===== src/hdl/lms7_pkg.sv =====
// ============================================================================
// lms7_pkg: shared types, constants and glyph tables
// Command and drive word layouts, action codes and seven-segment glyphs.
// ============================================================================
`default_nettype none

package lms7_pkg;

  // Frame geometry
  localparam int ROW_COUNT    = 5;
  localparam int COLUMN_COUNT = 8;
  localparam int ROW_W        = 8;   // one glyph per row
  localparam int COL_W        = 8;   // one-hot column word
  localparam int DRIVE_W      = 5;   // row lines on the drive word
  localparam int SPLIT_ROW    = 3;   // first row of the second scan half
  localparam int SCAN_ROWS    = (ROW_COUNT < DRIVE_W) ? ROW_COUNT : DRIVE_W;

  localparam logic [2:0]       MINUS_ROW = 3'd3;
  localparam logic [ROW_W-1:0] DOT_BIT   = 8'h01;
  localparam logic [ROW_W-1:0] MINUS_BIT = 8'h02;

  // Action codes
  localparam logic [3:0] ACT_TICK    = 4'd0;
  localparam logic [3:0] ACT_DIGIT   = 4'd1;
  localparam logic [3:0] ACT_DEC     = 4'd2;
  localparam logic [3:0] ACT_HEX     = 4'd3;
  localparam logic [3:0] ACT_NOTE    = 4'd4;
  localparam logic [3:0] ACT_DOT_ON  = 4'd5;
  localparam logic [3:0] ACT_DOT_OFF = 4'd6;
  localparam logic [3:0] ACT_CLEAR   = 4'd7;
  localparam logic [3:0] ACT_MINUS   = 4'd8;

  typedef struct packed {
    logic [3:0] action;
    logic [2:0] first_row;
    logic [2:0] second_row;
    logic [7:0] operand_value;
  } cmd_word_t;

  typedef struct packed {
    logic [DRIVE_W-1:0] row_drive;
    logic [COL_W-1:0]   column_select;
  } drv_word_t;

  // Controller to datapath commands, at most one set per cycle
  typedef struct packed {
    logic scan;
    logic wr_digit;
    logic wr_dec;
    logic wr_hex;
    logic wr_note;
    logic dot_on;
    logic dot_off;
    logic clear_row;
    logic minus;
  } dp_cmd_t;

  function automatic logic [ROW_W-1:0] digit_glyph(input logic [7:0] idx);
    logic [ROW_W-1:0] g;
    case (idx)
      8'd0:    g = 8'hFC;
      8'd1:    g = 8'h60;
      8'd2:    g = 8'hDA;
      8'd3:    g = 8'hF2;
      8'd4:    g = 8'h66;
      8'd5:    g = 8'hB6;
      8'd6:    g = 8'hBE;
      8'd7:    g = 8'hE0;
      8'd8:    g = 8'hFE;
      8'd9:    g = 8'hF6;
      8'd10:   g = 8'hEE;
      8'd11:   g = 8'h3E;
      8'd12:   g = 8'h9C;
      8'd13:   g = 8'h7A;
      8'd14:   g = 8'h9E;
      8'd15:   g = 8'h8E;
      default: g = 8'h00;
    endcase
    return g;
  endfunction

  // Note names C..B; sharps carry the dot
  function automatic logic [ROW_W-1:0] note_glyph(input logic [3:0] idx);
    logic [ROW_W-1:0] g;
    case (idx)
      4'd0:    g = 8'h9C;
      4'd1:    g = 8'h7B;
      4'd2:    g = 8'h7A;
      4'd3:    g = 8'h9F;
      4'd4:    g = 8'h9E;
      4'd5:    g = 8'h8E;
      4'd6:    g = 8'hBD;
      4'd7:    g = 8'hBC;
      4'd8:    g = 8'hEF;
      4'd9:    g = 8'hEE;
      4'd10:   g = 8'h3F;
      4'd11:   g = 8'h3E;
      default: g = 8'h00;
    endcase
    return g;
  endfunction

endpackage

`default_nettype wire


===== src/hdl/lms7_ctrl.sv =====
// ============================================================================
// lms7_ctrl: command decode and drive word handshake control
// Decode accepted command words and track the output register occupancy.
// ============================================================================
`default_nettype none

module lms7_ctrl
  import lms7_pkg::*;
(
  input  wire logic       clk,
  input  wire logic       rst,
  input  wire logic       cmd_valid,
  output logic            cmd_stall,
  input  wire logic [3:0] action,
  output logic            drv_valid,
  input  wire logic       drv_stall,
  output dp_cmd_t         dp_cmd
);

  typedef enum logic {OUT_EMPTY, OUT_FULL} state_t;

  state_t state;
  logic   accept;

  // Stall only while a drive word is held and not taken
  assign cmd_stall = (state == OUT_FULL) && drv_stall;
  assign accept    = cmd_valid && !cmd_stall;
  assign drv_valid = (state == OUT_FULL);

  always_comb begin
    dp_cmd = '0;
    if (accept) begin
      case (action)
        ACT_TICK:    dp_cmd.scan      = 1'b1;
        ACT_DIGIT:   dp_cmd.wr_digit  = 1'b1;
        ACT_DEC:     dp_cmd.wr_dec    = 1'b1;
        ACT_HEX:     dp_cmd.wr_hex    = 1'b1;
        ACT_NOTE:    dp_cmd.wr_note   = 1'b1;
        ACT_DOT_ON:  dp_cmd.dot_on    = 1'b1;
        ACT_DOT_OFF: dp_cmd.dot_off   = 1'b1;
        ACT_CLEAR:   dp_cmd.clear_row = 1'b1;
        ACT_MINUS:   dp_cmd.minus     = 1'b1;
        default:     dp_cmd = '0;
      endcase
    end
  end

  always_ff @(posedge clk) begin
    if (rst) begin
      state <= OUT_EMPTY;
    end else if (dp_cmd.scan) begin
      state <= OUT_FULL;
    end else if (!drv_stall) begin
      state <= OUT_EMPTY;
    end
  end

endmodule

`default_nettype wire


===== src/hdl/lms7_datapath.sv =====
// ============================================================================
// lms7_datapath: frame store, glyph decode and column scanner
// Apply row writes, step the scan and register the drive word.
// ============================================================================
`default_nettype none

module lms7_datapath
  import lms7_pkg::*;
(
  input  wire logic      clk,
  input  wire logic      rst,
  input  wire dp_cmd_t   dp_cmd,
  input  wire cmd_word_t cmd,
  output drv_word_t      drv
);

  logic [ROW_W-1:0] frame [ROW_COUNT];
  logic [COL_W-1:0] scan_column;
  logic             scan_half;

  logic [15:0]      dec_prod;
  logic [15:0]      note_prod;
  logic [4:0]       dec_q;
  logic [4:0]       note_q;
  logic [7:0]       dec_diff;
  logic [7:0]       note_diff;
  logic [7:0]       octave;

  logic             a_en;
  logic             b_en;
  logic [2:0]       a_row;
  logic [2:0]       b_row;
  logic [ROW_W-1:0] a_val;
  logic [ROW_W-1:0] b_val;
  logic [ROW_W-1:0] frame_next [ROW_COUNT];

  logic [DRIVE_W-1:0] lit;
  logic [COL_W-1:0]   scan_column_next;

  // Divide by 10 and 12 through reciprocal multiplies, exact for 8-bit values
  always_comb begin
    dec_prod  = {8'd0, cmd.operand_value} * 16'd205;
    note_prod = {8'd0, cmd.operand_value} * 16'd171;
    dec_q     = dec_prod[15:11];
    note_q    = note_prod[15:11];
    dec_diff  = cmd.operand_value - {dec_q, 3'b000} - {2'b00, dec_q, 1'b0};
    note_diff = cmd.operand_value - {note_q, 3'b000} - {1'b0, note_q, 2'b00};
    // Octave below zero wraps to 255 and shows blank
    octave    = (note_q == 5'd0) ? 8'hFF : ({3'b000, note_q} - 8'd1);
  end

  // Two write ports: port b lands after port a and wins on the same row
  always_comb begin
    a_en  = 1'b0;
    b_en  = 1'b0;
    a_row = cmd.first_row;
    b_row = cmd.first_row;
    a_val = '0;
    b_val = '0;
    if (dp_cmd.wr_digit) begin
      a_en  = 1'b1;
      a_val = digit_glyph(cmd.operand_value);
    end else if (dp_cmd.wr_dec) begin
      a_en  = 1'b1;
      b_en  = 1'b1;
      a_row = cmd.second_row;
      a_val = digit_glyph({4'd0, dec_diff[3:0]});
      b_val = digit_glyph({3'd0, dec_q});
    end else if (dp_cmd.wr_hex) begin
      a_en  = 1'b1;
      b_en  = 1'b1;
      a_row = cmd.second_row;
      a_val = digit_glyph({4'd0, cmd.operand_value[3:0]});
      b_val = digit_glyph({4'd0, cmd.operand_value[7:4]});
    end else if (dp_cmd.wr_note) begin
      a_en  = 1'b1;
      b_en  = 1'b1;
      b_row = cmd.second_row;
      a_val = note_glyph(note_diff[3:0]);
      b_val = digit_glyph(octave);
    end else if (dp_cmd.clear_row) begin
      a_en  = 1'b1;
    end
  end

  // Rows past the store never match, so out-of-range writes drop
  always_comb begin
    for (int i = 0; i < ROW_COUNT; i++) begin
      frame_next[i] = frame[i];
      if (b_en && b_row == 3'(i)) begin
        frame_next[i] = b_val;
      end else if (a_en && a_row == 3'(i)) begin
        frame_next[i] = a_val;
      end else if (dp_cmd.dot_on && cmd.first_row == 3'(i)) begin
        frame_next[i] = frame[i] | DOT_BIT;
      end else if (dp_cmd.dot_off && cmd.first_row == 3'(i)) begin
        frame_next[i] = frame[i] & ~DOT_BIT;
      end else if (dp_cmd.minus && MINUS_ROW == 3'(i)) begin
        frame_next[i] = frame[i] | MINUS_BIT;
      end
    end
  end

  // Scan the current half of the current column
  always_comb begin
    lit = '0;
    for (int i = 0; i < SCAN_ROWS; i++) begin
      if ((scan_half ? (i >= SPLIT_ROW) : (i < SPLIT_ROW)) &&
          ((frame[i] & scan_column) != '0)) begin
        lit[i] = 1'b1;
      end
    end
    if (scan_column == '0 || scan_column[COLUMN_COUNT-1]) begin
      scan_column_next = COL_W'(1);
    end else begin
      scan_column_next = scan_column << 1;
    end
  end

  always_ff @(posedge clk) begin
    if (rst) begin
      for (int i = 0; i < ROW_COUNT; i++) begin
        frame[i] <= '0;
      end
      scan_column <= COL_W'(1);
      scan_half   <= 1'b0;
    end else begin
      for (int i = 0; i < ROW_COUNT; i++) begin
        frame[i] <= frame_next[i];
      end
      if (dp_cmd.scan) begin
        scan_half <= ~scan_half;
        if (scan_half) begin
          scan_column <= scan_column_next;
        end
      end
    end
  end

  // Drive word register
  always_ff @(posedge clk) begin
    if (dp_cmd.scan) begin
      drv.row_drive     <= ~lit;
      drv.column_select <= scan_column;
    end
  end

endmodule

`default_nettype wire


===== src/hdl/led_matrix_scan_7seg_display_unit.sv =====
// ============================================================================
// led_matrix_scan_7seg_display_unit: LED frame store with multiplexed scan
// Latency: a tick's drive word is valid the cycle after the tick is accepted.
// Throughput: one word per cycle unless the one-entry drive register stalls.
// Reset: frame blank, scan at column zero in the first half, drive empty.
// ============================================================================
`default_nettype none

module led_matrix_scan_7seg_display_unit
  import lms7_pkg::*;
(
  input  wire logic      clk,
  input  wire logic      rst,
  // Command channel
  input  wire logic      cmd_valid,
  output logic           cmd_stall,
  input  wire cmd_word_t cmd,
  // Drive channel
  output logic           drv_valid,
  input  wire logic      drv_stall,
  output drv_word_t      drv
);

  // Update commands change only the frame store and give no drive word.
  // A tick reads three rows (first half) or the remaining rows (second
  // half) at the current column and loads the drive register; the column
  // steps after the second half and wraps after the last column.
  // The command side stalls only while an untaken drive word sits in the
  // register, so a new word is taken in the same cycle the old one leaves.

  dp_cmd_t dp_cmd;

  lms7_ctrl u_ctrl (
    .clk       (clk),
    .rst       (rst),
    .cmd_valid (cmd_valid),
    .cmd_stall (cmd_stall),
    .action    (cmd.action),
    .drv_valid (drv_valid),
    .drv_stall (drv_stall),
    .dp_cmd    (dp_cmd)
  );

  lms7_datapath u_datapath (
    .clk    (clk),
    .rst    (rst),
    .dp_cmd (dp_cmd),
    .cmd    (cmd),
    .drv    (drv)
  );

`ifndef SYNTHESIS
  // An accepted tick always leaves a drive word behind
  a_tick_loads: assert property (@(posedge clk) disable iff (rst)
    (cmd_valid && !cmd_stall && cmd.action == ACT_TICK) |=> drv_valid)
    else $error("accepted tick did not produce a drive word");

  // The command side holds only behind a pending drive word
  a_stall_cause: assert property (@(posedge clk) disable iff (rst)
    cmd_stall |-> drv_valid)
    else $error("command stalled with empty drive register");

  // Exactly one column is driven
  a_col_onehot: assert property (@(posedge clk) disable iff (rst)
    drv_valid |-> $onehot(drv.column_select))
    else $error("column select is not one-hot");
`endif

endmodule

`default_nettype wire


===== config.mk =====
export PLATFORM = sky130hd
export DESIGN_NAME = led_matrix_scan_7seg_display_unit
export DESIGN_NICKNAME = d
export VERILOG_FILES = /design/src/hdl/lms7_pkg.sv /design/src/hdl/lms7_ctrl.sv /design/src/hdl/lms7_datapath.sv /design/src/hdl/led_matrix_scan_7seg_display_unit.sv
export SDC_FILE = /design/constraint.sdc
export NUM_CORES = 1
export LEC_CHECK = 0
export ABC_AREA = 1
export BUFFER_PORTS_ARGS = -buffer_cell sky130_fd_sc_hd__buf_2
export CAP_MARGIN = 30
export CORE_ASPECT_RATIO = 1.25
export CORE_UTILIZATION = 45
export CTS_BUF_LIST = sky130_fd_sc_hd__clkbuf_4 sky130_fd_sc_hd__clkbuf_8
export DETAILED_ROUTE_END_ITERATION = 8
export HOLD_SLACK_MARGIN = 0.12
export PLACE_DENSITY = 0.65
export SLEW_MARGIN = 20
export SYNTH_ARGS = -nofsm -noshare
export SYNTH_HDL_FRONTEND = slang
export SYNTH_SLANG_ARGS = --single-unit

===== constraint.sdc =====
create_clock -name clk -period 9.33 [get_ports clk]
set_clock_uncertainty 0.15 [all_clocks]
set_input_delay 0 -clock clk [delete_from_list [all_inputs] [get_ports clk]]
set_output_delay 0 -clock clk [all_outputs]
set_load 0.02 [all_outputs]

==> results by stage <==
Clock network:
- Counting the buffers created by CTS gives 9.
- The count of hold buffers inserted by post-cts repair is 19.
- The clock reaches the later pin of the worst-skew pair after 0.36 ns.
- The clock transition at the registers of the reported paths is 0.07 ns.
- TritonCTS built the clock tree.
- The post-cts gate resize count is 0.
- Clock tree synthesis found a total of 63 sinks.
- The root buffer cell chosen for the clock tree is sky130_fd_sc_hd__clkbuf_8.
- The H-tree was split into 3 levels.
- The maximum buffer depth of the clock tree is 2.
- Post-CTS timing repair inserted 0 buffers for setup.

Timing:
- Setup repair after global routing left no endpoint under its margin.
- The measured slew at the worst slew-check pin is 0.978 ns.
- Adding up every negative setup slack in the final design gives 0 ns.
- The maximum clock frequency is 177 MHz.
- The final-report hold violation count was 0.
- The number of endpoints failing setup at the final stage is 0.
- The fraction of the cycle the final worst path needs is 60.6%.
- After layout, the worst setup slack is 3.67 ns.
- The post-route minimum period is 5.66 ns.
- Headroom to the max-slew limit came out at 34.8%.
- The number of slew-limit violations in the final report is 0.

Global route:
- The initial antenna violation count is 0.
- The number of global-route vias before repair is 7,047.
- The global-route wire length before repair is 33,500 um.
- Entering global routing, the biggest net connects 49 pins.
- The total global routing overflow is 0.
- Across every metal layer, demand over resource in global routing totals 24.4%.

Place:
- The worst slack at placement is 3.32 ns.
- The final weighted congestion of routability-driven global placement is 0.925.
- The half-perimeter wire length of the detailed placement result is 16,300 um.
- Including well taps, the total number of placed cells is 1,366.
- The count of port buffers added during placement is 36.

Floorplanning:
- From left edge to right edge, the die measures 117 um.
- The floorplan die area is 17,200 um^2.
- The die span in y is 146 um.
- The initial core utilization is 46.0%.
- The core outline area is 16,300 um^2.
- The total number of placement rows is 52.
- 37 I/O pins were placed.

Synth:
- After synthesis, the mean cell area works out to 6.65 um^2.
- The area of the mapped netlist is 7490 um^2.
- The most instantiated flip-flop cell in the synthesis netlist is sky130_fd_sc_hd__dfxtp_1.
- The synthesized design contains 13 enable-type register cells.
- The register bit count reported by yosys is 63.
- For this run, the number of Yosys warnings is 0.
- The dominant cell type by area after synthesis is sky130_fd_sc_hd__ha_1.
- After synthesis, flip-flops and latches occupy 18.6% of the total area.
- The number of different library cells used by synthesis comes to 53.
- The top cell type by area accounts for 18.0% of the synthesized area.
- The number of standard cells after synthesis is 1,126.
- Of all flip-flops after synthesis, the portion carrying an async set or reset was 0%.
- The total nets after synthesis is 1,279.
- By area the synthesized netlist is led by sky130_fd_sc_hd__ha_1 (18%), sky130_fd_sc_hd__nand2_1 (14%), sky130_fd_sc_hd__dfxtp_1 (13%), sky130_fd_sc_hd__inv_1 (10%), sky130_fd_sc_hd__nand3_1 (6.2%).

Power and ir drop:
- The worst supply voltage drop on vdd is 0.0844 mV.
- The power spent charging and discharging nets is 0.824 mW.
- In this run, flip-flops and latches consume 17.3% of the power.
- For this design the static power due to leakage is 4.06 nW.
- Power spread over the standard cell area amounts to 194 nW/um^2.
- The internal power is 0.787 mW.
- Summing internal, switching and leakage power gives 1.61 mW.
- Per report_power, the combinational group accounts for 67.2% of the total.
- The share of total power consumed by net switching is 51.1%.
- The share of total power in the clock network is 15.4%.

Layout:
- 0 antenna diodes ended up in the layout.
- The synthesis-to-layout area growth is 10.7%.
- For this run, the post-layout net count is 1,333.
- The share of layout cells above drive strength 1 is 8.44%.
- The final cell utilization of the core is 51.0%.
- The number of standard cells in the final layout excluding fillers is 1,401.

Critical path:
- The capture instance of the worst register-to-register path is u_datapath.frame[0][32].
- The largest single stage delay on the critical path is 0.48 ns.
- The required arrival time at the worst endpoint is 9.39 ns.
- Of all nets on the critical path, the largest fanout is 12.
- The largest individual stage delay along the critical path comes from the cell sky130_fd_sc_hd__fa_1.
- The sort of element at the start of the critical path is a primary input.
- The count of cells along the worst register-to-register path is 14.
- The data arrival at the endpoint of the critical path is 5.71 ns.
- The worst reg2reg path startpoint is u_ctrl.drv_valid.
- The worst setup path is captured at a register.
- The critical path starts at cmd[6].
- The critical path class is in -> reg.
- The end point of the critical path is u_datapath.frame[0][9].
- Setup slack on the worst reg-to-reg path comes out at 5.39 ns.

Outcome:
- The run finished with clean final reports.

Route:
- For this run, design rule violations remaining after detail routing come to 0.
- The detail-routed via count per cell is 5.25.
- Across all layers, the routed design uses 7,354 vias.
- After detailed routing, the total wire length is 20,200 um.
- The number of violations reported at the end of detailed-routing iteration 0 is 514.
- The first detailed-routing pass ran for 5 iterations.
- In the final routed layout, each cell accounts on average for 14.4 um.
- In this run the remaining antenna-violating nets after routing total 0.

Hold path:
- The type of the tightest min-delay check is in -> reg.

Flow run:
- Across the run, the number of max-cap violations was 0.
synth_stat cells (4+ instances only):
cell / count
sky130_fd_sc_hd__ha_1: 108
sky130_fd_sc_hd__nand3b_1: 7
sky130_fd_sc_hd__o21ai_1: 5
sky130_fd_sc_hd__o21ai_0: 47
sky130_fd_sc_hd__inv_2: 10
sky130_fd_sc_hd__nand4_1: 14
sky130_fd_sc_hd__edfxtp_1: 13
sky130_fd_sc_hd__a21boi_0: 8
sky130_fd_sc_hd__dfxtp_1: 50
sky130_fd_sc_hd__a21boi_1: 5
sky130_fd_sc_hd__nor3_2: 5
sky130_fd_sc_hd__o211ai_1: 5
sky130_fd_sc_hd__nand2_2: 8
sky130_fd_sc_hd__a21oi_1: 83
sky130_fd_sc_hd__inv_1: 200
sky130_fd_sc_hd__nor2_1: 91
sky130_fd_sc_hd__fa_1: 23
sky130_fd_sc_hd__o22ai_1: 6
sky130_fd_sc_hd__o2111ai_1: 4
sky130_fd_sc_hd__nand3_1: 93
sky130_fd_sc_hd__nor2_4: 4
sky130_fd_sc_hd__nand2_1: 273
sky130_fd_sc_hd__nor3_1: 5
sky130_fd_sc_hd__nor2_2: 6
sky130_fd_sc_hd__clkbuf_1: 10
per-layer routing:
metal  wire length (um)  vias to the layer above  track usage [%]
li1                   -                     3763                -
met1               8220                     3336             27.0
met2              10300                      197             45.5
met3                838                       58             2.50
met4                915                        0             12.9
met5                  0                        -                0
how the worst min path moves through the flow:
stage,startpoint,endpoint,slack [ns],cells past startpoint
after detailed placement,drv_stall,u_ctrl.drv_valid,0.17,3
after CTS,cmd[9],u_datapath.frame[0][0],0.13,6
after floorplan,rst,u_datapath.frame[0][32],-0.06,1
after global placement,drv_stall,u_ctrl.drv_valid,0.16,3
after global routing,cmd[13],u_datapath.frame[0][36],0.18,5
final,cmd[13],u_datapath.frame[0][37],0.14,5
power by group through the flow:
stage / registers, mW / logic [mW] / clock network [mW]
after floorplan: 0.286 / 0.853 / 0
after global placement: 0.286 / 1.07 / 0
after detailed placement: 0.286 / 1.08 / 0
after CTS: 0.279 / 1.09 / 0.251
after global routing: 0.279 / 1.26 / 0.263
final: 0.279 / 1.08 / 0.249
state kept, by name, indices dropped and copies added (netlist names):
name / cells
u_datapath.frame: 40
u_datapath.drv: 13
u_datapath.scan_column: 8
u_ctrl.drv_valid: 1
u_datapath.scan_half: 1
final cells by class:
type | count | area [um^2]
Timing Repair Buffer | 56 | 378
Clock buffer | 11 | 151
Tap cell | 216 | 270
Clock inverter | 5 | 56.3
Multi-Input combinational cell | 839 | 5250
Sequential cell | 63 | 1390
Fill cell | 1718 | 7970
Inverter | 211 | 792
cells in the final DEF (no fill, tap or decap), types with 3 or more instances in the layout:
cell / count
sky130_fd_sc_hd__a21boi_0: 8
sky130_fd_sc_hd__a21boi_1: 5
sky130_fd_sc_hd__a21oi_1: 83
sky130_fd_sc_hd__a221oi_1: 3
sky130_fd_sc_hd__buf_2: 36
sky130_fd_sc_hd__clkbuf_8: 11
sky130_fd_sc_hd__dfxtp_1: 50
sky130_fd_sc_hd__dlygate4sd3_1: 19
sky130_fd_sc_hd__edfxtp_1: 13
sky130_fd_sc_hd__fa_1: 23
sky130_fd_sc_hd__ha_1: 108
sky130_fd_sc_hd__inv_1: 200
sky130_fd_sc_hd__inv_2: 10
sky130_fd_sc_hd__nand2_1: 273
sky130_fd_sc_hd__nand2_2: 8
sky130_fd_sc_hd__nand3_1: 93
sky130_fd_sc_hd__nand3b_1: 7
sky130_fd_sc_hd__nand4_1: 14
sky130_fd_sc_hd__nor2_1: 90
sky130_fd_sc_hd__nor2_2: 7
sky130_fd_sc_hd__nor2_4: 4
sky130_fd_sc_hd__nor3_1: 5
sky130_fd_sc_hd__nor3_2: 5
sky130_fd_sc_hd__o2111ai_1: 4
sky130_fd_sc_hd__o211ai_1: 5
sky130_fd_sc_hd__o21ai_0: 47
sky130_fd_sc_hd__o21ai_1: 5
sky130_fd_sc_hd__o21bai_1: 3
sky130_fd_sc_hd__o22ai_1: 6
sky130_fd_sc_hd__xnor2_1: 3
sky130_fd_sc_hd__xor2_1: 3
kinds of logic after synthesis:
family | count (synthesis) | share of synthesized area (%)
AOI/OAI and AO/OA | 185 | 14.3
xor gates and xnor gates | 7 | 0.919
adders and majority gates | 131 | 24.2
buffers and inverters | 224 | 11.3
DFF | 63 | 18.6
and+or+nand+nor | 516 | 30.7
worst max-delay path: cells and delay by family:
kind / cells / cell delay, ns
xor gates and xnor gates: 1 / 0.33
AOI/OAI and AO/OA: 4 / 0.59
buffers and inverters: 9 / 1.18
and+or+nand+nor: 10 / 1.28
adders and majority gates: 6 / 2.31
through the flow:
stage / hold slack (ns) / cell area (um^2)
finish: 0.141 / 8290
global route: 0.183 / 8290
floorplan: -0.0602 / 7490
detailed placement: 0.173 / 7890
global placement: 0.163 / 7890
CTS: 0.134 / 8290
(Power assumes the default switching activity.)
